==> src/hdl/hsv2rgb_pkg.sv <==
// ----------------------------------------------------------------------------
// hsv2rgb_pkg
// Shared constants and types for the HSV to RGB conversion pipeline.
// ----------------------------------------------------------------------------
`default_nettype none

package hsv2rgb_pkg;

  localparam int HUE_W   = 16;
  localparam int PCT_W   = 16;
  localparam int CHAN_W  = 8;

  // Hue in 1/64 degree, percent in 1/128 percent
  localparam int HUE_FULL   = 23040;
  localparam int HUE_SECTOR = 3840;
  localparam int PCT_FULL   = 12800;
  localparam int CHAN_MAX   = 255;

  localparam int HUE_REG_W  = 15;   // 0..23039
  localparam int PCT_REG_W  = 14;   // 0..12800
  localparam int TRI_W      = 12;   // 0..3840
  localparam int K_W        = 26;   // up to 12800*3840
  localparam int P_W        = K_W + PCT_REG_W;
  localparam int Y_W        = 18;   // 17*P >> 26, at most 159375
  localparam int RECIP_W    = 18;
  localparam int PROD_W     = Y_W + RECIP_W;

  // floor(y / 625) == (y * RECIP_625) >> RECIP_SHIFT for y < 2^18
  localparam int RECIP_625   = 214749;
  localparam int RECIP_SHIFT = 27;
  localparam int Y_SHIFT     = 26;

  localparam logic [K_W-1:0] K_FULL = K_W'(PCT_FULL * HUE_SECTOR);

  typedef enum logic [2:0] {
    SEC_0 = 3'd0,
    SEC_1 = 3'd1,
    SEC_2 = 3'd2,
    SEC_3 = 3'd3,
    SEC_4 = 3'd4,
    SEC_5 = 3'd5
  } sector_t;

  // Which term a channel carries on top of the offset
  typedef enum logic [1:0] {
    COMP_C = 2'd0,
    COMP_X = 2'd1,
    COMP_Z = 2'd2
  } comp_t;

  typedef struct packed {
    comp_t red;
    comp_t green;
    comp_t blue;
  } comp_sel_t;

endpackage

`default_nettype wire

==> src/hdl/hsv_to_rgb_converter_core.sv <==
// ----------------------------------------------------------------------------
// hsv_to_rgb_converter_core
// Pipelined HSV to 8-bit RGB conversion, one color per clock unless stalled.
// ----------------------------------------------------------------------------
// Input beat: hue (signed, 1/64 degree, wrapped into [0, 360)), saturation and
// brightness (signed, 1/128 percent, clamped to 0..100). Output beat: red,
// green and blue, 0..255, truncated.
// Both channels use valid/stall; a beat moves when valid is high and stall
// is low.
// Throughput: one beat per cycle unless stalled; the pipeline is eight register
// stages (wrap/clamp, sector, s*t product, term select, v*K product, scale by
// 17, reciprocal multiply, saturate) that all advance together.
// When the downstream side stalls while a result is waiting, the whole
// pipeline holds and in_stall is raised the same cycle; nothing is dropped
// or repeated.
// Reset (rst, synchronous) clears all valid bits; no clearing pass.
// ----------------------------------------------------------------------------
`default_nettype none

module hsv_to_rgb_converter_core (
  input  wire logic                                 clk,
  input  wire logic                                 rst,
  input  wire logic                                 in_valid,
  output logic                                      in_stall,
  input  wire logic signed [hsv2rgb_pkg::HUE_W-1:0] hue,
  input  wire logic signed [hsv2rgb_pkg::PCT_W-1:0] saturation,
  input  wire logic signed [hsv2rgb_pkg::PCT_W-1:0] brightness,
  output logic                                      out_valid,
  input  wire logic                                 out_stall,
  output logic [hsv2rgb_pkg::CHAN_W-1:0]            red,
  output logic [hsv2rgb_pkg::CHAN_W-1:0]            green,
  output logic [hsv2rgb_pkg::CHAN_W-1:0]            blue
);

  localparam int HW = hsv2rgb_pkg::HUE_REG_W;
  localparam int PW = hsv2rgb_pkg::PCT_REG_W;
  localparam int TW = hsv2rgb_pkg::TRI_W;
  localparam int KW = hsv2rgb_pkg::K_W;
  localparam int XW = hsv2rgb_pkg::P_W;
  localparam int YW = hsv2rgb_pkg::Y_W;
  localparam int MW = hsv2rgb_pkg::PROD_W;

  logic adv;
  assign adv      = !(out_valid && out_stall);
  assign in_stall = !adv;

  // Stage valid bits
  logic s0_valid, s1_valid, s2_valid, s3_valid, s4_valid, s5_valid, s6_valid;

  // ---------------- stage 0: wrap hue, clamp percentages
  logic signed [16:0] hue_ext;
  logic signed [16:0] hue_wrap;
  logic [HW-1:0] s0_hue;
  logic [PW-1:0] s0_sat, s0_val;

  function automatic logic [PW-1:0] clamp_pct(input logic signed [hsv2rgb_pkg::PCT_W-1:0] x);
    logic [PW-1:0] r;
    if (x < 0) r = '0;
    else if (x > hsv2rgb_pkg::PCT_FULL) r = PW'(hsv2rgb_pkg::PCT_FULL);
    else r = x[PW-1:0];
    return r;
  endfunction

  always_comb begin
    hue_ext = 17'(hue);
    if (hue_ext < -17'sd23040) hue_wrap = hue_ext + 17'sd46080;
    else if (hue_ext < 0) hue_wrap = hue_ext + 17'sd23040;
    else if (hue_ext >= 17'sd23040) hue_wrap = hue_ext - 17'sd23040;
    else hue_wrap = hue_ext;
  end

  always_ff @(posedge clk) begin
    if (adv) begin
      s0_hue <= hue_wrap[HW-1:0];
      s0_sat <= clamp_pct(saturation);
      s0_val <= clamp_pct(brightness);
    end
  end

  // ---------------- stage 1: sector and triangle term
  hsv2rgb_pkg::sector_t sector_next;
  logic [HW-1:0] hue_base;
  logic [TW:0]   tri_p;
  logic [TW-1:0] tri_next;
  hsv2rgb_pkg::sector_t s1_sector;
  logic [TW-1:0] s1_tri;
  logic [PW-1:0] s1_sat, s1_val;

  always_comb begin
    if (s0_hue < HW'(1 * hsv2rgb_pkg::HUE_SECTOR)) sector_next = hsv2rgb_pkg::SEC_0;
    else if (s0_hue < HW'(2 * hsv2rgb_pkg::HUE_SECTOR)) sector_next = hsv2rgb_pkg::SEC_1;
    else if (s0_hue < HW'(3 * hsv2rgb_pkg::HUE_SECTOR)) sector_next = hsv2rgb_pkg::SEC_2;
    else if (s0_hue < HW'(4 * hsv2rgb_pkg::HUE_SECTOR)) sector_next = hsv2rgb_pkg::SEC_3;
    else if (s0_hue < HW'(5 * hsv2rgb_pkg::HUE_SECTOR)) sector_next = hsv2rgb_pkg::SEC_4;
    else sector_next = hsv2rgb_pkg::SEC_5;

    // hue modulo two sectors
    if (s0_hue < HW'(2 * hsv2rgb_pkg::HUE_SECTOR)) hue_base = '0;
    else if (s0_hue < HW'(4 * hsv2rgb_pkg::HUE_SECTOR))
      hue_base = HW'(2 * hsv2rgb_pkg::HUE_SECTOR);
    else hue_base = HW'(4 * hsv2rgb_pkg::HUE_SECTOR);
    tri_p = (TW + 1)'(s0_hue - hue_base);

    if (tri_p >= (TW + 1)'(hsv2rgb_pkg::HUE_SECTOR))
      tri_next = TW'(tri_p - (TW + 1)'(hsv2rgb_pkg::HUE_SECTOR));
    else
      tri_next = TW'((TW + 1)'(hsv2rgb_pkg::HUE_SECTOR) - tri_p);
  end

  always_ff @(posedge clk) begin
    if (adv) begin
      s1_sector <= sector_next;
      s1_tri    <= tri_next;
      s1_sat    <= s0_sat;
      s1_val    <= s0_val;
    end
  end

  // ---------------- stage 2: s*t product, complement of saturation
  hsv2rgb_pkg::sector_t s2_sector;
  logic [KW-1:0] s2_st;
  logic [PW-1:0] s2_satinv, s2_val;

  always_ff @(posedge clk) begin
    if (adv) begin
      s2_sector <= s1_sector;
      s2_st     <= KW'(s1_sat) * KW'(s1_tri);
      s2_satinv <= PW'(hsv2rgb_pkg::PCT_FULL) - s1_sat;
      s2_val    <= s1_val;
    end
  end

  // ---------------- stage 3: per-channel term K, channel = 255*v*K/D
  hsv2rgb_pkg::comp_sel_t comp_sel;
  logic [KW-1:0] k_x, k_z;
  logic [KW-1:0] s3_k_red, s3_k_green, s3_k_blue;
  logic [PW-1:0] s3_val;

  always_comb begin
    case (s2_sector)
      hsv2rgb_pkg::SEC_0: comp_sel = '{hsv2rgb_pkg::COMP_C, hsv2rgb_pkg::COMP_X,
                                       hsv2rgb_pkg::COMP_Z};
      hsv2rgb_pkg::SEC_1: comp_sel = '{hsv2rgb_pkg::COMP_X, hsv2rgb_pkg::COMP_C,
                                       hsv2rgb_pkg::COMP_Z};
      hsv2rgb_pkg::SEC_2: comp_sel = '{hsv2rgb_pkg::COMP_Z, hsv2rgb_pkg::COMP_C,
                                       hsv2rgb_pkg::COMP_X};
      hsv2rgb_pkg::SEC_3: comp_sel = '{hsv2rgb_pkg::COMP_Z, hsv2rgb_pkg::COMP_X,
                                       hsv2rgb_pkg::COMP_C};
      hsv2rgb_pkg::SEC_4: comp_sel = '{hsv2rgb_pkg::COMP_X, hsv2rgb_pkg::COMP_Z,
                                       hsv2rgb_pkg::COMP_C};
      default:            comp_sel = '{hsv2rgb_pkg::COMP_C, hsv2rgb_pkg::COMP_Z,
                                       hsv2rgb_pkg::COMP_X};
    endcase
    // X + M = v*(12800*3840 - s*t); 0 + M = v*3840*(12800 - s); C + M = v*12800*3840
    k_x = hsv2rgb_pkg::K_FULL - s2_st;
    k_z = KW'(s2_satinv) * KW'(hsv2rgb_pkg::HUE_SECTOR);
  end

  function automatic logic [KW-1:0] pick_k(input hsv2rgb_pkg::comp_t c,
                                          input logic [KW-1:0] kx,
                                          input logic [KW-1:0] kz);
    logic [KW-1:0] r;
    case (c)
      hsv2rgb_pkg::COMP_C: r = hsv2rgb_pkg::K_FULL;
      hsv2rgb_pkg::COMP_X: r = kx;
      default:             r = kz;
    endcase
    return r;
  endfunction

  always_ff @(posedge clk) begin
    if (adv) begin
      s3_k_red   <= pick_k(comp_sel.red,   k_x, k_z);
      s3_k_green <= pick_k(comp_sel.green, k_x, k_z);
      s3_k_blue  <= pick_k(comp_sel.blue,  k_x, k_z);
      s3_val     <= s2_val;
    end
  end

  // ---------------- stage 4: v*K
  logic [XW-1:0] s4_p_red, s4_p_green, s4_p_blue;

  always_ff @(posedge clk) begin
    if (adv) begin
      s4_p_red   <= XW'(s3_val) * XW'(s3_k_red);
      s4_p_green <= XW'(s3_val) * XW'(s3_k_green);
      s4_p_blue  <= XW'(s3_val) * XW'(s3_k_blue);
    end
  end

  // ---------------- stage 5: y = (17*P) >> 26, since 255/D = 17/(625*2^26)
  logic [XW+4:0] sum_red, sum_green, sum_blue;
  logic [YW-1:0] s5_y_red, s5_y_green, s5_y_blue;

  always_comb begin
    sum_red   = {s4_p_red,   4'b0} + (XW + 5)'(s4_p_red);
    sum_green = {s4_p_green, 4'b0} + (XW + 5)'(s4_p_green);
    sum_blue  = {s4_p_blue,  4'b0} + (XW + 5)'(s4_p_blue);
  end

  always_ff @(posedge clk) begin
    if (adv) begin
      s5_y_red   <= sum_red[hsv2rgb_pkg::Y_SHIFT +: YW];
      s5_y_green <= sum_green[hsv2rgb_pkg::Y_SHIFT +: YW];
      s5_y_blue  <= sum_blue[hsv2rgb_pkg::Y_SHIFT +: YW];
    end
  end

  // ---------------- stage 6: divide by 625 through reciprocal
  logic [MW-1:0] s6_m_red, s6_m_green, s6_m_blue;

  always_ff @(posedge clk) begin
    if (adv) begin
      s6_m_red   <= MW'(s5_y_red)   * MW'(hsv2rgb_pkg::RECIP_625);
      s6_m_green <= MW'(s5_y_green) * MW'(hsv2rgb_pkg::RECIP_625);
      s6_m_blue  <= MW'(s5_y_blue)  * MW'(hsv2rgb_pkg::RECIP_625);
    end
  end

  // ---------------- stage 7: quotient, saturate, output register
  localparam int QW = MW - hsv2rgb_pkg::RECIP_SHIFT;

  function automatic logic [hsv2rgb_pkg::CHAN_W-1:0] sat_chan(input logic [MW-1:0] m);
    logic [QW-1:0] q;
    logic [hsv2rgb_pkg::CHAN_W-1:0] r;
    q = m[MW-1:hsv2rgb_pkg::RECIP_SHIFT];
    if (q > QW'(hsv2rgb_pkg::CHAN_MAX)) r = hsv2rgb_pkg::CHAN_W'(hsv2rgb_pkg::CHAN_MAX);
    else r = q[hsv2rgb_pkg::CHAN_W-1:0];
    return r;
  endfunction

  always_ff @(posedge clk) begin
    if (adv) begin
      red   <= sat_chan(s6_m_red);
      green <= sat_chan(s6_m_green);
      blue  <= sat_chan(s6_m_blue);
    end
  end

  // ---------------- valid bits
  always_ff @(posedge clk) begin
    if (rst) begin
      s0_valid  <= 1'b0;
      s1_valid  <= 1'b0;
      s2_valid  <= 1'b0;
      s3_valid  <= 1'b0;
      s4_valid  <= 1'b0;
      s5_valid  <= 1'b0;
      s6_valid  <= 1'b0;
      out_valid <= 1'b0;
    end else if (adv) begin
      s0_valid  <= in_valid;
      s1_valid  <= s0_valid;
      s2_valid  <= s1_valid;
      s3_valid  <= s2_valid;
      s4_valid  <= s3_valid;
      s5_valid  <= s4_valid;
      s6_valid  <= s5_valid;
      out_valid <= s6_valid;
    end
  end

  // ---------------- assertions
  a_range_s0: assert property (@(posedge clk) disable iff (rst)
    s0_valid |-> (s0_hue < HW'(hsv2rgb_pkg::HUE_FULL)) &&
                 (s0_sat <= PW'(hsv2rgb_pkg::PCT_FULL)) &&
                 (s0_val <= PW'(hsv2rgb_pkg::PCT_FULL)))
    else $error("wrap/clamp out of range");

  a_tri_range: assert property (@(posedge clk) disable iff (rst)
    s1_valid |-> s1_tri <= TW'(hsv2rgb_pkg::HUE_SECTOR))
    else $error("triangle term out of range");

  a_no_sat: assert property (@(posedge clk) disable iff (rst)
    s6_valid |-> s6_m_red[MW-1:hsv2rgb_pkg::RECIP_SHIFT] <= QW'(hsv2rgb_pkg::CHAN_MAX))
    else $error("red channel exceeded full scale");

  a_advance: assert property (@(posedge clk) disable iff (rst)
    (adv && s6_valid) |=> out_valid)
    else $error("beat lost at output stage");

  a_reset: assert property (@(posedge clk)
    rst |=> !out_valid && !s0_valid)
    else $error("valid bits not cleared by reset");

endmodule

`default_nettype wire

==> config.mk <==
export PLATFORM = sky130hd
export DESIGN_NAME = hsv_to_rgb_converter_core
export DESIGN_NICKNAME = d
export VERILOG_FILES = /design/src/hdl/hsv2rgb_pkg.sv /design/src/hdl/hsv_to_rgb_converter_core.sv
export SDC_FILE = /design/constraint.sdc
export NUM_CORES = 2
export LEC_CHECK = 0
export BUFFER_PORTS_ARGS = -buffer_cell sky130_fd_sc_hd__clkbuf_2
export CELL_PAD_IN_SITES_DETAIL_PLACEMENT = 0
export CELL_PAD_IN_SITES_GLOBAL_PLACEMENT = 1
export CORE_MARGIN = 1.5
export CORE_UTILIZATION = 53
export DETAILED_ROUTE_END_ITERATION = 10
export PLACE_DENSITY = 0.8
export SLEW_MARGIN = 20
export SYNTH_ARGS = -nofsm -noshare
export SYNTH_HDL_FRONTEND = slang
export SYNTH_SLANG_ARGS = --single-unit
==> constraint.sdc <==
create_clock -name clk -period 19 [get_ports clk]
set_input_delay 0.95 -clock clk [delete_from_list [all_inputs] [get_ports clk]]
set_output_delay 0.95 -clock clk [all_outputs]
set_load 0.02 [all_outputs]
* After elaboration in Yosys (flattened, before gate mapping)
Cells that the tools add are included.
Storage, ports and cells: flip-flop bits (word level) 549, input port bits 52, output and inout port bits 26, logic and storage cells 106
Operators by class: add/sub/neg operators 11, $mul 8, magnitude comparators 16, equal/unequal tests 7, muxes and demuxes 16, reduce and logical (&&, ||, !) cells 9
Operators by type and width (count):
- 26-bit one-hot mux with 2 select lines | 3
- 44-bit by 40-bit adder with 44-bit output | 3
- 14-bit by 26-bit multiplier with 40-bit output | 3
- 18-bit by 18-bit multiplier with 36-bit output, second input constant | 3
- 16-bit by 1-bit < comparator with 1-bit output, second input constant | 3
- 15-bit 2-to-1 mux | 3
- 16-bit by 15-bit > comparator with 1-bit output, second input constant | 2
- 15-bit adder, second input constant | 2
- 15-bit by 14-bit < comparator with 1-bit output, second input constant | 2
- 6-bit one-hot mux with 5 select lines | 1
- 14-bit 2-to-1 mux | 2
- 9-bit by 8-bit > comparator with 1-bit output, second input constant | 3
- 14-bit by 12-bit multiplier with 26-bit output | 1
- 26-bit subtractor, first input constant | 1
- 14-bit by 4-bit multiplier with 18-bit output, second input constant | 1
- 16-bit >= comparator, second input constant | 1
- 16-bit < comparator, second input constant | 1
- 15-bit by 12-bit < comparator with 1-bit output, second input constant | 1
- 15-bit by 13-bit < comparator with 1-bit output, second input constant | 1
- 15-bit < comparator, second input constant | 1
- 15-bit subtractor, second input constant | 1
- 14-bit subtractor, first input constant | 1
- 13-bit by 12-bit >= comparator with 1-bit output, second input constant | 1
- 13-bit 2-to-1 mux | 1
- 16 further kinds | 25

* Logic depth before layout (Yosys ltp)
word-level depth 6, depth in mapped cells 27, gate-level depth less buffers 25

* Least setup slack after synthesis
OpenSTA, ideal clock, no wires.
path type input -> output, start in out_stall, end out in_stall, data arrival time 14680 ps, path slack 3370 ps, stages on the path 2, buffers on the path 0, cells stage by stage nand2_1 clkinv_1
On the way: longest elaborated chain between the ends 1
RTL lines:
- start, declared | RTL line hsv_to_rgb_converter_core.sv:29 | input wire logic out_stall,
- 1-bit logical AND | RTL line hsv_to_rgb_converter_core.sv:44 | assign adv = !(out_valid && out_stall);
- end, declared | RTL line hsv_to_rgb_converter_core.sv:24 | output logic in_stall,
No other way between the ends.

* Worst setup path after layout
start reg s3_val[8], end reg s4_p_red[39] (data pin)
On the way: longest elaborated chain between the ends 1
RTL lines:
- start, declared | RTL line hsv_to_rgb_converter_core.sv:137 | logic [PW-1:0] s3_val;
- start signal, assigned | RTL line hsv_to_rgb_converter_core.sv:176 | s3_val <= s2_val;
- 14-bit by 26-bit multiplier with 40-bit output | RTL line hsv_to_rgb_converter_core.sv:185 | s4_p_red <= XW'(s3_val) * XW'(s3_k_red);
- end signal, assigned | RTL line hsv_to_rgb_converter_core.sv:185
- end, declared | RTL line hsv_to_rgb_converter_core.sv:181 | logic [XW-1:0] s4_p_red, s4_p_green, s4_p_blue;
No other way between the ends. A chain may end at the register's enable or synchronous reset.

==> run summary <==
The run finished with clean final reports. The clock drives approximately 470 sinks. During synthesis, Yosys emitted a total of 0 warnings.

The cell depth of the worst min-delay path is 0. Clock latency on the worst-skew pair, taken at its later pin, is ~700 ps. After the flow finishes, the layout carries non-filler instances totaling 9,612. In this run the worst path has a maximum fanout of 59. The type of the most critical hold path is reg2reg. For this block, the initial DRC count from the detailed router was 3,000. The area growth from synthesis to final layout is 5.21%. The leading cell type by number of instances after synthesis is sky130_fd_sc_hd__inv_1.

The number of global-route vias before repair is approximately 55,000. The global-route wire length before repair came out at 286,000 um. In this run the biggest area consumer among cell types represents 35.6% of the synthesized area.

Averaged over all synthesized cells, the footprint is 10.0 um2. By area the synthesized netlist is led by sky130_fd_sc_hd__fa_1, sky130_fd_sc_hd__edfxtp_1, sky130_fd_sc_hd__ha_1, sky130_fd_sc_hd__inv_1, sky130_fd_sc_hd__and2_1. Walking the worst path, the cells encountered are buf_4 > buf_4 > nand2_1 > fa_1 > inv_1 > fa_1 > fa_1 > fa_1 > fa_1 > inv_1 > fa_1 > inv_1 > ha_1 > a21o_1 > a21oi_1 > o211ai_1 > a221o_1 > a22o_1 > a311o_1 > a31oi_2 > o31a_1 > o21ai_0 > a21oi_1 > xnor2_1. TritonCTS built the clock tree. The share of layout cells above drive strength 1 came out at 3.33%. The count of nets left with antenna violations once routing finished came out at 0. The final critical-path required period came out at 7530 ps. The total count of hold-check failures in the final report came out at 0. Setup repair after global routing left no endpoint under its margin. The final count of negative-setup-slack endpoints is 0. The worst-path cell with the longest stage delay is sky130_fd_sc_hd__buf_4. The number of synthesized register bits is 468. The post-synth design cell area is between 70,000 and 80,000 um2. The number of buffers inserted by port buffering came out at a little under 80. The count of buffering cells on the critical path with inverters included came out at 5. The commonest cells after synthesis are sky130_fd_sc_hd__inv_1, sky130_fd_sc_hd__fa_1, sky130_fd_sc_hd__ha_1, sky130_fd_sc_hd__nand2_1, sky130_fd_sc_hd__and2_1. The logic depth of the worst setup path including buffers is 24. The final max-slew violation count came out at 0. The total I/O pin count is 78.

The die covers 149,000 um2. The total instance count after detailed placement is ~9,500. The post-detailed-route DRC marker count came out at 0. The number of clock buffers inserted by TritonCTS is 59. Data on the critical path arrives at its endpoint at 7960 ps. The setup total negative slack is 0 ps. The worst clock skew came out at 24.5 ps. The net count of the mapped netlist came out at 10,105.

The post-layout net count is 10,026. The number of vias in the routed layout is 51,195. Once placement finished, the instance area stood at 79,700 um2.

The horizontal extent of the die came out at 386 um. The largest total area in the synthesized netlist belongs to sky130_fd_sc_hd__fa_1. In the synthesized netlist, the number of instances is 7,724. The setup fix buffers added after clock tree synthesis came out at 0.

The worst setup path is launched from a flop. The peak per-stage delay on the critical path came out at 640 ps. The overall fraction of global-route tracks in use is 24.1%. The worst setup path is of the reg2reg kind. The smallest setup slack after layout is 11,470 ps.

The count of filler cells inserted in the layout came out at 12,775. The hold buffer count at CTS came out at 0. The summed area of non-filler cells in the final layout came out at between 80,000 and 90,000 um2. The number of cells upsized or downsized after cts is 0.

Summed over all layers, the global routing overflow is 0. The global placement routability congestion is 0.924. Once the floorplan was initialized, standard cells occupied 53.3% of the core. The sum of routed wire length over all layers came out at around 170,000 um. The ratio of final minimum period to clock period came out at 39.6%.

The worst-case clock buffer depth came out at 3. The setup slack of the most critical reg-to-reg path came out at about 11,000 ps. For this run, the register share of the synthesized area comes to a little under a fifth. The antenna diode instance count is 0. The first detailed-routing pass took 6 iterations. The synthesized netlist contains 81 unique library cells. The number of flops mapped to enable cells by yosys came out at 460. The number of antenna violations at the first check in global routing came out at 2.

The post-DP HPWL came out at around 140,000 um. The maximum achievable frequency is 133 MHz. The headroom to the max-slew limit is 24.8%.

The detailed-route vias per instance came out at 5.33. The height of the die is 386 um. The top cell family by delay on the critical path is adder cells. The largest net degree at the start of global routing came out at between 70 and 80. The most instantiated flip-flop cell in the synthesis netlist is sky130_fd_sc_hd__edfxtp_1. At the pin with the least slew margin, the transition time is 1130 ps.

The core area came out at between 100,000 and 150,000 um2. At the placement stage, the worst setup path has a slack of 11,500 ps. The detailed-route wire length per cell came out at ~18 um. The worst reg2reg path depth came out at 24. The standard-cell row count came out at 140. The tree is rooted in a sky130_fd_sc_hd__clkbuf_16.

The async set-or-reset flop fraction in the synthesized netlist came out at 0%. Clock-pin slew was measured on the worst setup and hold paths at 60 ps. The H-tree depth came out at 2. Max-cap violations in this run came to 0.

STA classifies the critical path endpoint as a flop. The required time reported for the critical path endpoint came out at between 15,000 and 20,000 ps. In this design, the critical path's most frequently occurring cell is sky130_fd_sc_hd__fa_1.
[cells by family after synthesis]
family                     share of synthesized area, %
and+or+nand+nor                                    12.0
buffers and inverters                              9.75
adders and majority gates                          50.9
xor gates and xnor gates                           3.08
AOI/OAI and AO/OA                                  6.19
DFF                                                18.0
muxes                                            0.0274
[cell type report]
cell class | instances | area, um2 | share of cell area, %
clock buffers | 65 | 1500 | 1.84
clock inverters | 46 | 460 | 0.564
inverters | 1773 | 6660 | 8.15
multi-input cells | 5240 | 56100 | 68.7
flip-flops and latches | 468 | 14000 | 17.1
well taps | 1917 | 2400 | 2.94
repair buffers | 103 | 581 | 0.711
[stage by stage]
stage,hold slack [ps],utilization [%]
after floorplan,400,-
after global placement,400,54.7
after detailed placement,405,54.7
after CTS,405,56.1
after global routing,426,56.1
final,417,56.1
[worst register-to-register path, stage by stage (launching register included)]
cell	delay (ps)
sky130_fd_sc_hd__edfxtp_1	320
sky130_fd_sc_hd__buf_4	260
sky130_fd_sc_hd__buf_4	650
sky130_fd_sc_hd__nand2_1	220
sky130_fd_sc_hd__fa_1	570
sky130_fd_sc_hd__inv_1	60
sky130_fd_sc_hd__fa_1	570
sky130_fd_sc_hd__fa_1	440
sky130_fd_sc_hd__fa_1	490
sky130_fd_sc_hd__fa_1	500
sky130_fd_sc_hd__inv_1	50
sky130_fd_sc_hd__fa_1	470
sky130_fd_sc_hd__inv_1	40
sky130_fd_sc_hd__ha_1	340
sky130_fd_sc_hd__a21o_1	190
sky130_fd_sc_hd__a21oi_1	170
sky130_fd_sc_hd__o211ai_1	120
sky130_fd_sc_hd__a221o_1	350
sky130_fd_sc_hd__a22o_1	200
sky130_fd_sc_hd__a311o_1	350
sky130_fd_sc_hd__a31oi_2	310
sky130_fd_sc_hd__o31a_1	230
sky130_fd_sc_hd__o21ai_0	90
sky130_fd_sc_hd__a21oi_1	220
sky130_fd_sc_hd__xnor2_1	100
[path summary, 6_finish.rpt]
path	end	startpoint
worst max register to register	s4_p_red[39]	s3_val[8]
worst min register to register	s3_val[10]	s2_val[10]
worst min-delay path	s3_val[10]	s2_val[10]
worst max-delay path	s4_p_red[39]	s3_val[8]
[cells in the final DEF, fill, tap and decap left out, drive strengths merged, types with 9 or more instances in the layout]
| cell type | synthesis | routed |
|---|---|---|
| a211oi | 23 | 23 |
| and2 | 581 | 581 |
| a31oi | 10 | 10 |
| a22oi | 10 | 10 |
| or2 | 33 | 33 |
| a211o | 10 | 10 |
| inv | 1772 | 1781 |
| o22ai | 9 | 9 |
| buf | 4 | 26 |
| o21ai | 115 | 115 |
| a22o | 26 | 26 |
| a21oi | 202 | 202 |
| nor3 | 48 | 48 |
| nand4 | 32 | 32 |
| o211ai | 18 | 18 |
| and4 | 10 | 10 |
| ha | 947 | 947 |
| nor2b | 28 | 28 |
| edfxtp | 460 | 460 |
| nand2b | 26 | 26 |
| nand3 | 62 | 62 |
| o21bai | 28 | 28 |
| a311oi | 9 | 9 |
| fa | 1382 | 1382 |
| xor2 | 81 | 81 |
| clkbuf | 239 | 142 |
| nand2 | 850 | 850 |
| clkinvlp | 0 | 12 |
| o21a | 29 | 29 |
| xnor2 | 192 | 192 |
| and3 | 24 | 24 |
| or3 | 9 | 9 |
| a21o | 139 | 139 |
| clkinv | 1 | 23 |
| nor2 | 192 | 192 |
| nor4 | 13 | 13 |
[layer usage]
metal	routed length (um)	up-vias	global-route usage (%)
met2	83400	1086	41.6
met3	7320	270	2.50
met1	76600	26033	32.8
met5	13	-	0
li1	-	23804	-
met4	4020	2	5.60
[registers in the layout, indices dropped and copies added (netlist names), 12 cells and up]
name / count
s1_tri: 12
s3_val: 14
s4_p_blue: 40
s5_y_red: 18
s0_sat: 14
s2_satinv: 14
s4_p_green: 40
s3_k_red: 26
s5_y_green: 18
s2_st: 26
s0_val: 14
s1_sat: 14
s1_val: 14
s4_p_red: 40
s0_hue: 15
s3_k_green: 26
s3_k_blue: 26
s5_y_blue: 18
s2_val: 14
Power is left out: the tool's default activity adds up to more than one toggle a clock period on the data nets, which glitch-free logic cannot reach.
